[config.mk]
export PLATFORM = sky130hd
export DESIGN_NAME = ubx_frame_parser
export DESIGN_NICKNAME = d
export VERILOG_FILES = /design/src/sv/ubxp_pkg.sv /design/src/sv/ubx_frame_parser.sv /design/src/sv/ubxp_core.sv
export SDC_FILE = /design/constraint.sdc
export NUM_CORES = 1
export LEC_CHECK = 0
export ABC_AREA = 1
export BUFFER_PORTS_ARGS = -buffer_cell sky130_fd_sc_hd__buf_4
export CELL_PAD_IN_SITES_DETAIL_PLACEMENT = 0
export CELL_PAD_IN_SITES_GLOBAL_PLACEMENT = 2
export CORE_ASPECT_RATIO = 0.6
export CORE_MARGIN = 2
export CORE_UTILIZATION = 31
export CTS_CLUSTER_SIZE = 24
export DETAILED_ROUTE_END_ITERATION = 10
export PLACE_DENSITY_LB_ADDON = 0.1
export SYNTH_ARGS = -nofsm -noshare
export SYNTH_HDL_FRONTEND = slang
export SYNTH_SLANG_ARGS = --single-unit
[constraint.sdc]
create_clock -name clk -period 2.8 [get_ports clk]
set_clock_uncertainty 0.15 [all_clocks]
set_input_delay 0 -clock clk [delete_from_list [all_inputs] [get_ports clk]]
set_output_delay 0 -clock clk [all_outputs]
set_load 0.01 [all_outputs]
[src/sv/ubxp_pkg.sv]
package ubxp_pkg;

  // Sync pattern that opens every frame
  localparam logic [7:0] SYNC_FIRST  = 8'hB5;
  localparam logic [7:0] SYNC_SECOND = 8'h62;

  // Reset value of the maximum payload length register
  localparam logic [15:0] MAX_LEN_RESET = 16'd1024;

  // Result kinds
  typedef enum logic [1:0] {
    EV_DATA   = 2'd0,
    EV_GOOD   = 2'd1,
    EV_CKSUM  = 2'd2,
    EV_LENGTH = 2'd3
  } event_t;

  // One result item
  typedef struct packed {
    event_t      ev;
    logic [7:0]  msg_class;
    logic [7:0]  msg_id;
    logic [15:0] payload_length;
    logic [15:0] byte_index;
    logic [7:0]  payload_byte;
  } result_t;

endpackage

[src/sv/ubx_frame_parser.sv]
// Channel | Dir | Signals                         | Contents
// in_     | in  | in_tvalid/tready/tdata[7:0]     | one received byte
// out_    | out | out_tvalid/tready/tdata/tuser   | payload byte or frame event
// cfg_    | in  | cfg_wr_en, cfg_wr_data[15:0]    | maximum payload length
//
// One byte per cycle, unless a byte with a result meets a stalled output. A byte
// is held in the input register and its result, if any, is loaded into the
// output register when the byte moves on. Synchronous active-low reset returns
// the parser to sync hunting and sets the length limit to 1024. A stalled result
// holds back only a byte that has a result of its own; bytes without one keep
// moving through the input register.
module ubx_frame_parser (
  input  logic        clk,
  input  logic        rst_n,
  input  logic        in_tvalid,
  output logic        in_tready,
  input  logic [7:0]  in_tdata,    // [7:0] rx_byte
  output logic        out_tvalid,
  input  logic        out_tready,
  output logic [55:0] out_tdata,   // [7:0] msg_class, [15:8] msg_id,
                                   // [31:16] payload_length, [47:32] byte_index,
                                   // [55:48] payload_byte
  output logic [1:0]  out_tuser,   // [1:0] event_res
  input  logic        cfg_wr_en,
  input  logic [15:0] cfg_wr_data
);
  import ubxp_pkg::*;

  logic [15:0] max_len_r;
  logic        in_valid_r;
  logic [7:0]  in_byte_r;
  logic        out_valid_r;
  result_t     out_res_r;

  logic        has_res;
  result_t     res;
  logic        advance;

  // Held byte moves on unless its result is blocked by a stalled output
  assign advance   = in_valid_r && (!has_res || !out_valid_r || out_tready);
  assign in_tready = !in_valid_r || advance;

  ubxp_core u_core (
    .clk     (clk),
    .rst_n   (rst_n),
    .step    (advance),
    .rx_byte (in_byte_r),
    .max_len (max_len_r),
    .has_res (has_res),
    .res     (res)
  );

  // Length limit register
  always_ff @(posedge clk) begin
    if (!rst_n) begin
      max_len_r <= MAX_LEN_RESET;
    end else if (cfg_wr_en) begin
      max_len_r <= cfg_wr_data;
    end
  end

  // Input register
  always_ff @(posedge clk) begin
    if (!rst_n) begin
      in_valid_r <= 1'b0;
    end else if (in_tready) begin
      in_valid_r <= in_tvalid;
    end
  end

  always_ff @(posedge clk) begin
    if (in_tvalid && in_tready) begin
      in_byte_r <= in_tdata;
    end
  end

  // Output register
  always_ff @(posedge clk) begin
    if (!rst_n) begin
      out_valid_r <= 1'b0;
    end else if (advance && has_res) begin
      out_valid_r <= 1'b1;
    end else if (out_tready) begin
      out_valid_r <= 1'b0;
    end
  end

  always_ff @(posedge clk) begin
    if (advance && has_res) begin
      out_res_r <= res;
    end
  end

  assign out_tvalid = out_valid_r;
  assign out_tuser  = out_res_r.ev;
  assign out_tdata  = {out_res_r.payload_byte, out_res_r.byte_index,
                       out_res_r.payload_length, out_res_r.msg_id,
                       out_res_r.msg_class};

endmodule

[src/sv/ubxp_core.sv]
module ubxp_core (
  input  logic              clk,
  input  logic              rst_n,
  input  logic              step,      // consume rx_byte this cycle
  input  logic [7:0]        rx_byte,
  input  logic [15:0]       max_len,
  output logic              has_res,   // rx_byte produces a result
  output ubxp_pkg::result_t res
);
  import ubxp_pkg::*;

  typedef enum logic [2:0] {
    PH_HUNT, PH_SYNC1, PH_CLASS, PH_ID, PH_LEN_LO, PH_LEN_HI, PH_PAYLOAD, PH_CK_B
  } phase_t;

  phase_t      phase_r, phase_nxt;
  logic [7:0]  class_r, class_nxt;
  logic [7:0]  id_r, id_nxt;
  logic [15:0] len_r, len_nxt;
  logic [15:0] cnt_r, cnt_nxt;
  logic [7:0]  sum_a_r, sum_a_nxt;
  logic [7:0]  sum_b_r, sum_b_nxt;

  // Fletcher running sums with the current byte folded in
  logic [7:0]  add_a;
  logic [7:0]  add_b;
  logic [15:0] len_full;

  assign add_a    = sum_a_r + rx_byte;
  assign add_b    = sum_b_r + add_a;
  assign len_full = {rx_byte, len_r[7:0]};

  // Next state and result decode
  always_comb begin
    phase_nxt = phase_r;
    class_nxt = class_r;
    id_nxt    = id_r;
    len_nxt   = len_r;
    cnt_nxt   = cnt_r;
    sum_a_nxt = sum_a_r;
    sum_b_nxt = sum_b_r;
    has_res   = 1'b0;
    res.ev             = EV_DATA;
    res.msg_class      = class_r;
    res.msg_id         = id_r;
    res.payload_length = len_r;
    res.byte_index     = '0;
    res.payload_byte   = '0;
    unique case (phase_r)
      PH_HUNT: begin
        phase_nxt = (rx_byte == SYNC_FIRST) ? PH_SYNC1 : PH_HUNT;
      end
      PH_SYNC1: begin
        phase_nxt = (rx_byte == SYNC_SECOND) ? PH_CLASS : PH_HUNT;
      end
      PH_CLASS: begin
        class_nxt = rx_byte;
        sum_a_nxt = rx_byte;
        sum_b_nxt = rx_byte;
        phase_nxt = PH_ID;
      end
      PH_ID: begin
        id_nxt    = rx_byte;
        sum_a_nxt = add_a;
        sum_b_nxt = add_b;
        phase_nxt = PH_LEN_LO;
      end
      PH_LEN_LO: begin
        len_nxt   = {8'd0, rx_byte};
        sum_a_nxt = add_a;
        sum_b_nxt = add_b;
        phase_nxt = PH_LEN_HI;
      end
      PH_LEN_HI: begin
        len_nxt   = len_full;
        sum_a_nxt = add_a;
        sum_b_nxt = add_b;
        cnt_nxt   = '0;
        res.payload_length = len_full;
        if (len_full > max_len) begin
          has_res   = 1'b1;
          res.ev    = EV_LENGTH;
          phase_nxt = PH_HUNT;
        end else begin
          phase_nxt = PH_PAYLOAD;
        end
      end
      PH_PAYLOAD: begin
        if (cnt_r < len_r) begin
          // payload byte
          sum_a_nxt        = add_a;
          sum_b_nxt        = add_b;
          cnt_nxt          = cnt_r + 16'd1;
          has_res          = 1'b1;
          res.ev           = EV_DATA;
          res.byte_index   = cnt_r;
          res.payload_byte = rx_byte;
        end else if (rx_byte == sum_a_r) begin
          phase_nxt = PH_CK_B;
        end else begin
          has_res   = 1'b1;
          res.ev    = EV_CKSUM;
          phase_nxt = PH_HUNT;
        end
      end
      PH_CK_B: begin
        has_res   = 1'b1;
        res.ev    = (rx_byte == sum_b_r) ? EV_GOOD : EV_CKSUM;
        phase_nxt = PH_HUNT;
      end
      default: begin
        phase_nxt = PH_HUNT;
      end
    endcase
  end

  // Parser state
  always_ff @(posedge clk) begin
    if (!rst_n) begin
      phase_r <= PH_HUNT;
      class_r <= '0;
      id_r    <= '0;
      len_r   <= '0;
      cnt_r   <= '0;
      sum_a_r <= '0;
      sum_b_r <= '0;
    end else if (step) begin
      phase_r <= phase_nxt;
      class_r <= class_nxt;
      id_r    <= id_nxt;
      len_r   <= len_nxt;
      cnt_r   <= cnt_nxt;
      sum_a_r <= sum_a_nxt;
      sum_b_r <= sum_b_nxt;
    end
  end

endmodule

# Word-level counts from Yosys, hierarchy flattened
# Cells that the tools add are included.
op_classes:
  add_sub_neg: 3
  order_cmp: 2
  eq_ne: 13
  n_mux: 25
  n_bitwise: 1
  reduce_logical: 23
ops:
  columns: ["op", "count"]
  rows:
  - ["16-bit one-hot mux with 2 select lines", 2]
  - ["8-bit one-hot mux with 3 select lines", 2]
  - ["16-bit 2-to-1 mux", 2]
  - ["3-bit one-hot mux with 8 select lines", 1]
  - ["16-bit by 1-bit adder with 16-bit output, second input constant", 1]
  - ["8-bit adder", 2]
  - ["8-bit == test", 2]
  - ["16-bit greater-than comparator", 1]
  - ["16-bit < comparator", 1]
  - ["8-bit 2-to-1 mux", 2]
  - ["3-bit == test, second input constant", 4]
  - ["2-bit 2-to-1 mux", 5]
  - ["2-bit AND reduction", 5]
  - ["3-bit 2-to-1 mux", 3]
  - ["3-bit AND reduction", 3]
  - ["8-bit by 7-bit == test with 1-bit output, second input constant", 1]
  - ["8-bit == test, second input constant", 1]
  - ["3-bit by 2-bit == test with 1-bit output, second input constant", 2]
  - ["1-bit 2-to-1 mux", 6]
  - ["2-bit one-hot mux with 3 select lines", 1]
  - ["2-bit nonzero test", 3]
  - ["3-bit by 1-bit == test with 1-bit output, second input constant", 1]
  - ["1-bit logical AND", 3]
  - ["1-bit logical NOT", 3]
  - ["8 further kinds", 10]
totals:
  register_bits: 151
  out_inout_bits: 60
  elab_cells: 85

# Logic depth before layout (Yosys ltp)
logic_depth:
  word_depth: 10
  ltp_mapped: 19
  mapped_depth_nobuf: 18

# Modules after synthesis
# From an unflattened synthesis, not the netlist that was laid out.
unflattened:
  hier_cells: 889
  area_unflattened_um2: 7499.7
by_module_without_submodules:
  columns: ["module", "n_inst", "cells_each", "area_per_inst_um2", "seq_area_each_um2"]
  rows:
  - ["ubxp_core", 1, 737, 4848.4, 1341.3]
  - ["ubx_frame_parser", 1, 152, 2651.3, 2342.2]

# Worst setup path before layout
# Ideal clock, no wire load.
synth_path:
  path_type: "register to register"
  start: "register in_byte_r[2]"
  end: "register out_res_r, in the netlist out_tdata[0], enable pin"
  setup_ns: 0.387
  arrival_ns: 2.546
  required_ns: 2.263
  setup_slack_ns: -0.283
  path_stages_with_launch: 11
  path_buffers: 1
  synth_period_minus_slack_ns: 3.083
  cell_sequence: "edfxtp_1 ha_1 nor3_1 nor3b_2 nor2_2 nor2_2 nand3_4 nand2_8 buf_6 nand3_1 inv_2"
synth_between:
  elab_chain_len: 9
synth_rtl:
  columns: ["element", "line", "rtl"]
  rows:
  - ["start, declared", "ubx_frame_parser.sv:31", "logic [7:0] in_byte_r;"]
  - ["start signal, assigned", "ubx_frame_parser.sv:73", "in_byte_r <= in_tdata;"]
  - ["parallel branches: the longest is 3 deep, another holds 16-bit greater-than comparator", null, null]
  - ["1-bit one-hot mux with 3 select lines *", "ubxp_core.sv:49", "unique case (phase_r)"]
  - ["1-bit logical NOT", "ubx_frame_parser.sv:40", "assign advance = in_valid_r && (!has_res || !out_valid_r || out_tready);"]
  - ["1-bit logical OR (2 in a row)", "ubx_frame_parser.sv:40", null]
  - ["1-bit logical AND", "ubx_frame_parser.sv:40", null]
  - ["1-bit logical AND *", "ubx_frame_parser.sv:89", "if (advance && has_res) begin"]
  - ["end signal, assigned", "ubx_frame_parser.sv:90", "out_res_r <= res;"]
  - ["end, declared", "ubx_frame_parser.sv:33", "result_t out_res_r;"]
# Mark *: on every way between the ends.
# A chain may end at the register's enable or synchronous reset.

# Worst setup path in the final report
layout_path:
  start: "register in_byte_r[0]"
  end: "register u_core.sum_b_r[7]"
layout_between:
  elab_chain_len: 9
layout_rtl:
  columns: ["element", "line", "rtl"]
  rows:
  - ["parallel branches: the longest is 9 deep, another holds 8-bit adder", null, null]
  - ["end signal, assigned", "ubxp_core.sv:134", "sum_b_r <= sum_b_nxt;"]
  - ["end, declared", "ubxp_core.sv:22", "logic [7:0] sum_b_r, sum_b_nxt;"]
# Several ways; the timed one is not identified. The select of a mux whose other input is x is not followed.

==> metrics.cfg <==
[hold_path]
holdPathStages=2
hold_path_class=in2reg
whs_endpoint=in_byte_r[7]
hp-start=in_tdata[7]

[worst_setup_path]
critPathTopFamily=adder cells
ff2ff_path_depth=18
crit_path_frequent_cell=nor2_1
critPathArrivalTime_ps=3100
worst-path-buf-inv=1
rrSetupSlack_ps=-120
cp_cell_sequence=ha_2 -> fa_2 -> nand3_2 -> nand2_2 -> a21oi_2 -> nor2_1 -> nor2_1 -> xnor2_2 -> ha_4 -> a21oi_2 -> nand3_2 -> xor2_2 -> inv_1 -> nand2_1 -> nand3_1 -> nand2_1 -> nor2_1 -> nor2_1
critical_path.max_fanout=4
path_class=reg2reg
worstReg2RegEnd=u_core.sum_b_r[7]
critPathLaunchType=register
crit_required_ps=2980
slowest_stage=edfxtp_1
endpoint_kind=register
max_stage_delay_ps=410
cp-startpoint=in_byte_r[0]
r2r_start=in_byte_r[0]

[synth]
syn_inst=1016
ys_ff_latch=151
synth.distinct_cells=40
synth.avg_cell_area_um2=7.88
ys_warn_count=0
synth_seq_area_share_pct=46.0
syn-cell-area_um2=8010
syn_nets=1093

[final_layout]
seq_area_um2=3680
fin_util_pct=43.1
nets=1279
layoutNonFillerInstCount=1544
fill_cells=2571
antenna_cells=0
final_cell_mix=237 x nand2_1, 151 x nor2_1, 142 x buf_4
final_common_cell=nand2_1
drive_gt1_share_pct=21.6
multi_input_comb_area_um2=3770
synthToLayoutAreaGrowth_pct=36.3

[die]
die_height_um=128
std_cell_rows=45
design.portCount=89
core-area_um2=25300
die_w_um=211
start_util_pct=31.6
die_area_um2=27200

[clock_network]
ctsRootBufferMaster=clkbuf_16
h-tree-depth=4
insertion_delay_ps=440
clock_sinks=151
cts_buffer_depth=2
cts_made_buffers=17
cts_tree=built
clk_pin_slew_ps=70

[route]
detail_route.vias_per_cell=4.49
post_drt_wl_per_cell_um=15.8
drcViolationCount=0
vias=6935
routed_wl_mm=24.5
drt_pre_antenna_iters=5
drtIter0Drc=474
antenna_left=0

[power_and_ir_drop]
ir_drop_mv=0.364
fin_total_pwr_mw=5.46
power.density_nw_per_um2=500
cellLeakagePower_nw=4.98

[global_routing]
grt_usage_pct=17.8
grt_pass1_wl_mm=36.3
grt_max_degree=41
grt_pass1_vias=6088
gr-total-overflow=0
antenna_found_initial=0

[placement]
dpl.hpwl_mm=17.2
pre_cts_ws_ps=-158
gp_congestion=0.852
placed_cells=1452
port_buffers=88

[sta]
rsz0062_at_grt=yes
worstMarginPinSlew_ps=780
layout_setup_ws_ps=-119
timing.hold.ws_ps=129
hold_viol=0
slew_violations=0
setup-violations-final=1
min_period_ps=2920
relSlewSlack_pct=47.8
timing.final.crit_share_pct=104
fmax_ghz=0.343

[status]
violations=negative setup slack
outcome=finished, violations left

[run]
maxCapViolCount=0

sequential cells by signal, summed over array words and instances, names as in the netlist, 8 cells and up:
register,cells
in_byte_r,8
max_len_r,16
out_tdata,56
u_core.class_r,8
u_core.cnt_r,16
u_core.id_r,8
u_core.len_r,16
u_core.sum_a_r,8
u_core.sum_b_r,8
metrics by stage:
| step | setup TNS, ps | cell area [µm²] |
|---|---|---|
| final | -119 | 10900 |
| after global routing | -539 | 10900 |
| after CTS | -195 | 10500 |
| after detailed placement | -199 | 9400 |
| after global placement | -109 | 9400 |
| after floorplan | -43.0 | 8020 |
Yosys cell counts:
master / n / area share (%)
a21o_1: 1 / 0.094
a21oi_1: 50 / 3.1
a31oi_1: 1 / 0.078
buf_1: 4 / 0.19
buf_2: 6 / 0.38
buf_4: 1 / 0.094
buf_6: 6 / 0.84
clkbuf_1: 22 / 1.0
clkinv_1: 13 / 0.61
dfxtp_1: 85 / 21
edfxtp_1: 66 / 25
fa_1: 2 / 0.50
ha_1: 46 / 7.2
inv_1: 132 / 6.2
inv_2: 8 / 0.38
nand2_1: 241 / 11
nand2_2: 2 / 0.16
nand2_8: 1 / 0.25
nand3_1: 39 / 2.4
nand3_2: 4 / 0.50
nand3_4: 5 / 1.1
nand3b_1: 3 / 0.28
nand4_1: 40 / 3.1
nor2_1: 155 / 7.3
nor2_2: 3 / 0.23
nor2_8: 1 / 0.25
nor3_1: 5 / 0.31
nor3_2: 1 / 0.13
nor3b_2: 1 / 0.16
nor4_1: 5 / 0.39
o2111ai_1: 2 / 0.22
o21a_1: 2 / 0.19
o21ai_0: 33 / 2.1
o21bai_1: 11 / 1.0
o22ai_1: 1 / 0.078
o311ai_0: 1 / 0.11
o31ai_1: 2 / 0.19
or2_2: 3 / 0.23
xnor2_1: 3 / 0.33
xor2_1: 9 / 0.98
power by group:
group | leakage (nW) | switching [mW] | internal [mW] | total (mW)
registers | 1.31 | 0.0434 | 2.34 | 2.38
logic | 3.40 | 0.409 | 0.328 | 0.737
clock network | 0.279 | 1.07 | 1.26 | 2.33
total | 4.98 | 1.52 | 3.93 | 5.46
per-layer routing:
| metal | track usage, % | vias up | part of all wire (%) |
|---|---|---|---|
| met4 | 3.23 | 0 | 0.59 |
| met1 | 30.6 | 3126 | 60 |
| met5 | 0 | - | 0 |
| met2 | 21.4 | 148 | 35 |
| li1 | - | 3650 | - |
| met3 | 3.88 | 11 | 4.3 |
worst max-delay path by stage:
| stage | to | slack, ps | cells past startpoint |
|---|---|---|---|
| final | u_core.sum_b_r[7] | -120 | 18 |
| after detailed placement | u_core.sum_b_r[7] | -160 | 17 |
| after global placement | u_core.sum_b_r[7] | -110 | 17 |
| after floorplan | u_core.sum_b_r[7] | -40 | 17 |
| after global routing | u_core.sum_b_r[7] | -330 | 18 |
| after CTS | u_core.sum_b_r[7] | -110 | 17 |
final cells by class:
| cell class | count | area share [%] |
|---|---|---|
| Clock buffer | 17 | 3.90 |
| Clock inverter | 15 | 1.42 |
| Inverter | 153 | 5.38 |
| Multi-Input combinational cell | 673 | 34.5 |
| Sequential cell | 151 | 33.8 |
| Tap cell | 329 | 3.77 |
| Timing Repair Buffer | 205 | 17.1 |
| Timing Repair inverter | 1 | 0.149 |
cell families after synthesis:
logic type	Yosys count	share of synthesized area (%)
fa+ha+maj	48	7.69
buf+inv	192	9.70
xor+xnor	12	1.31
simple gates	509	28.1
compound gates	104	7.17
flops	151	46.0
what timing repair did:
| item | in CTS | in global routing |
|---|---|---|
| cloned | 0 | 7 |
| hold endpoints to repair | 57 | 0 |
| pin swaps | 10 | 26 |
| resized for setup | 10 | 52 |
| setup endpoints to repair | 3 | 95 |
| buffers inserted | 3 | 11 |
| hold buffers | 43 | 0 |
Power figures use the tool's default switching activity.
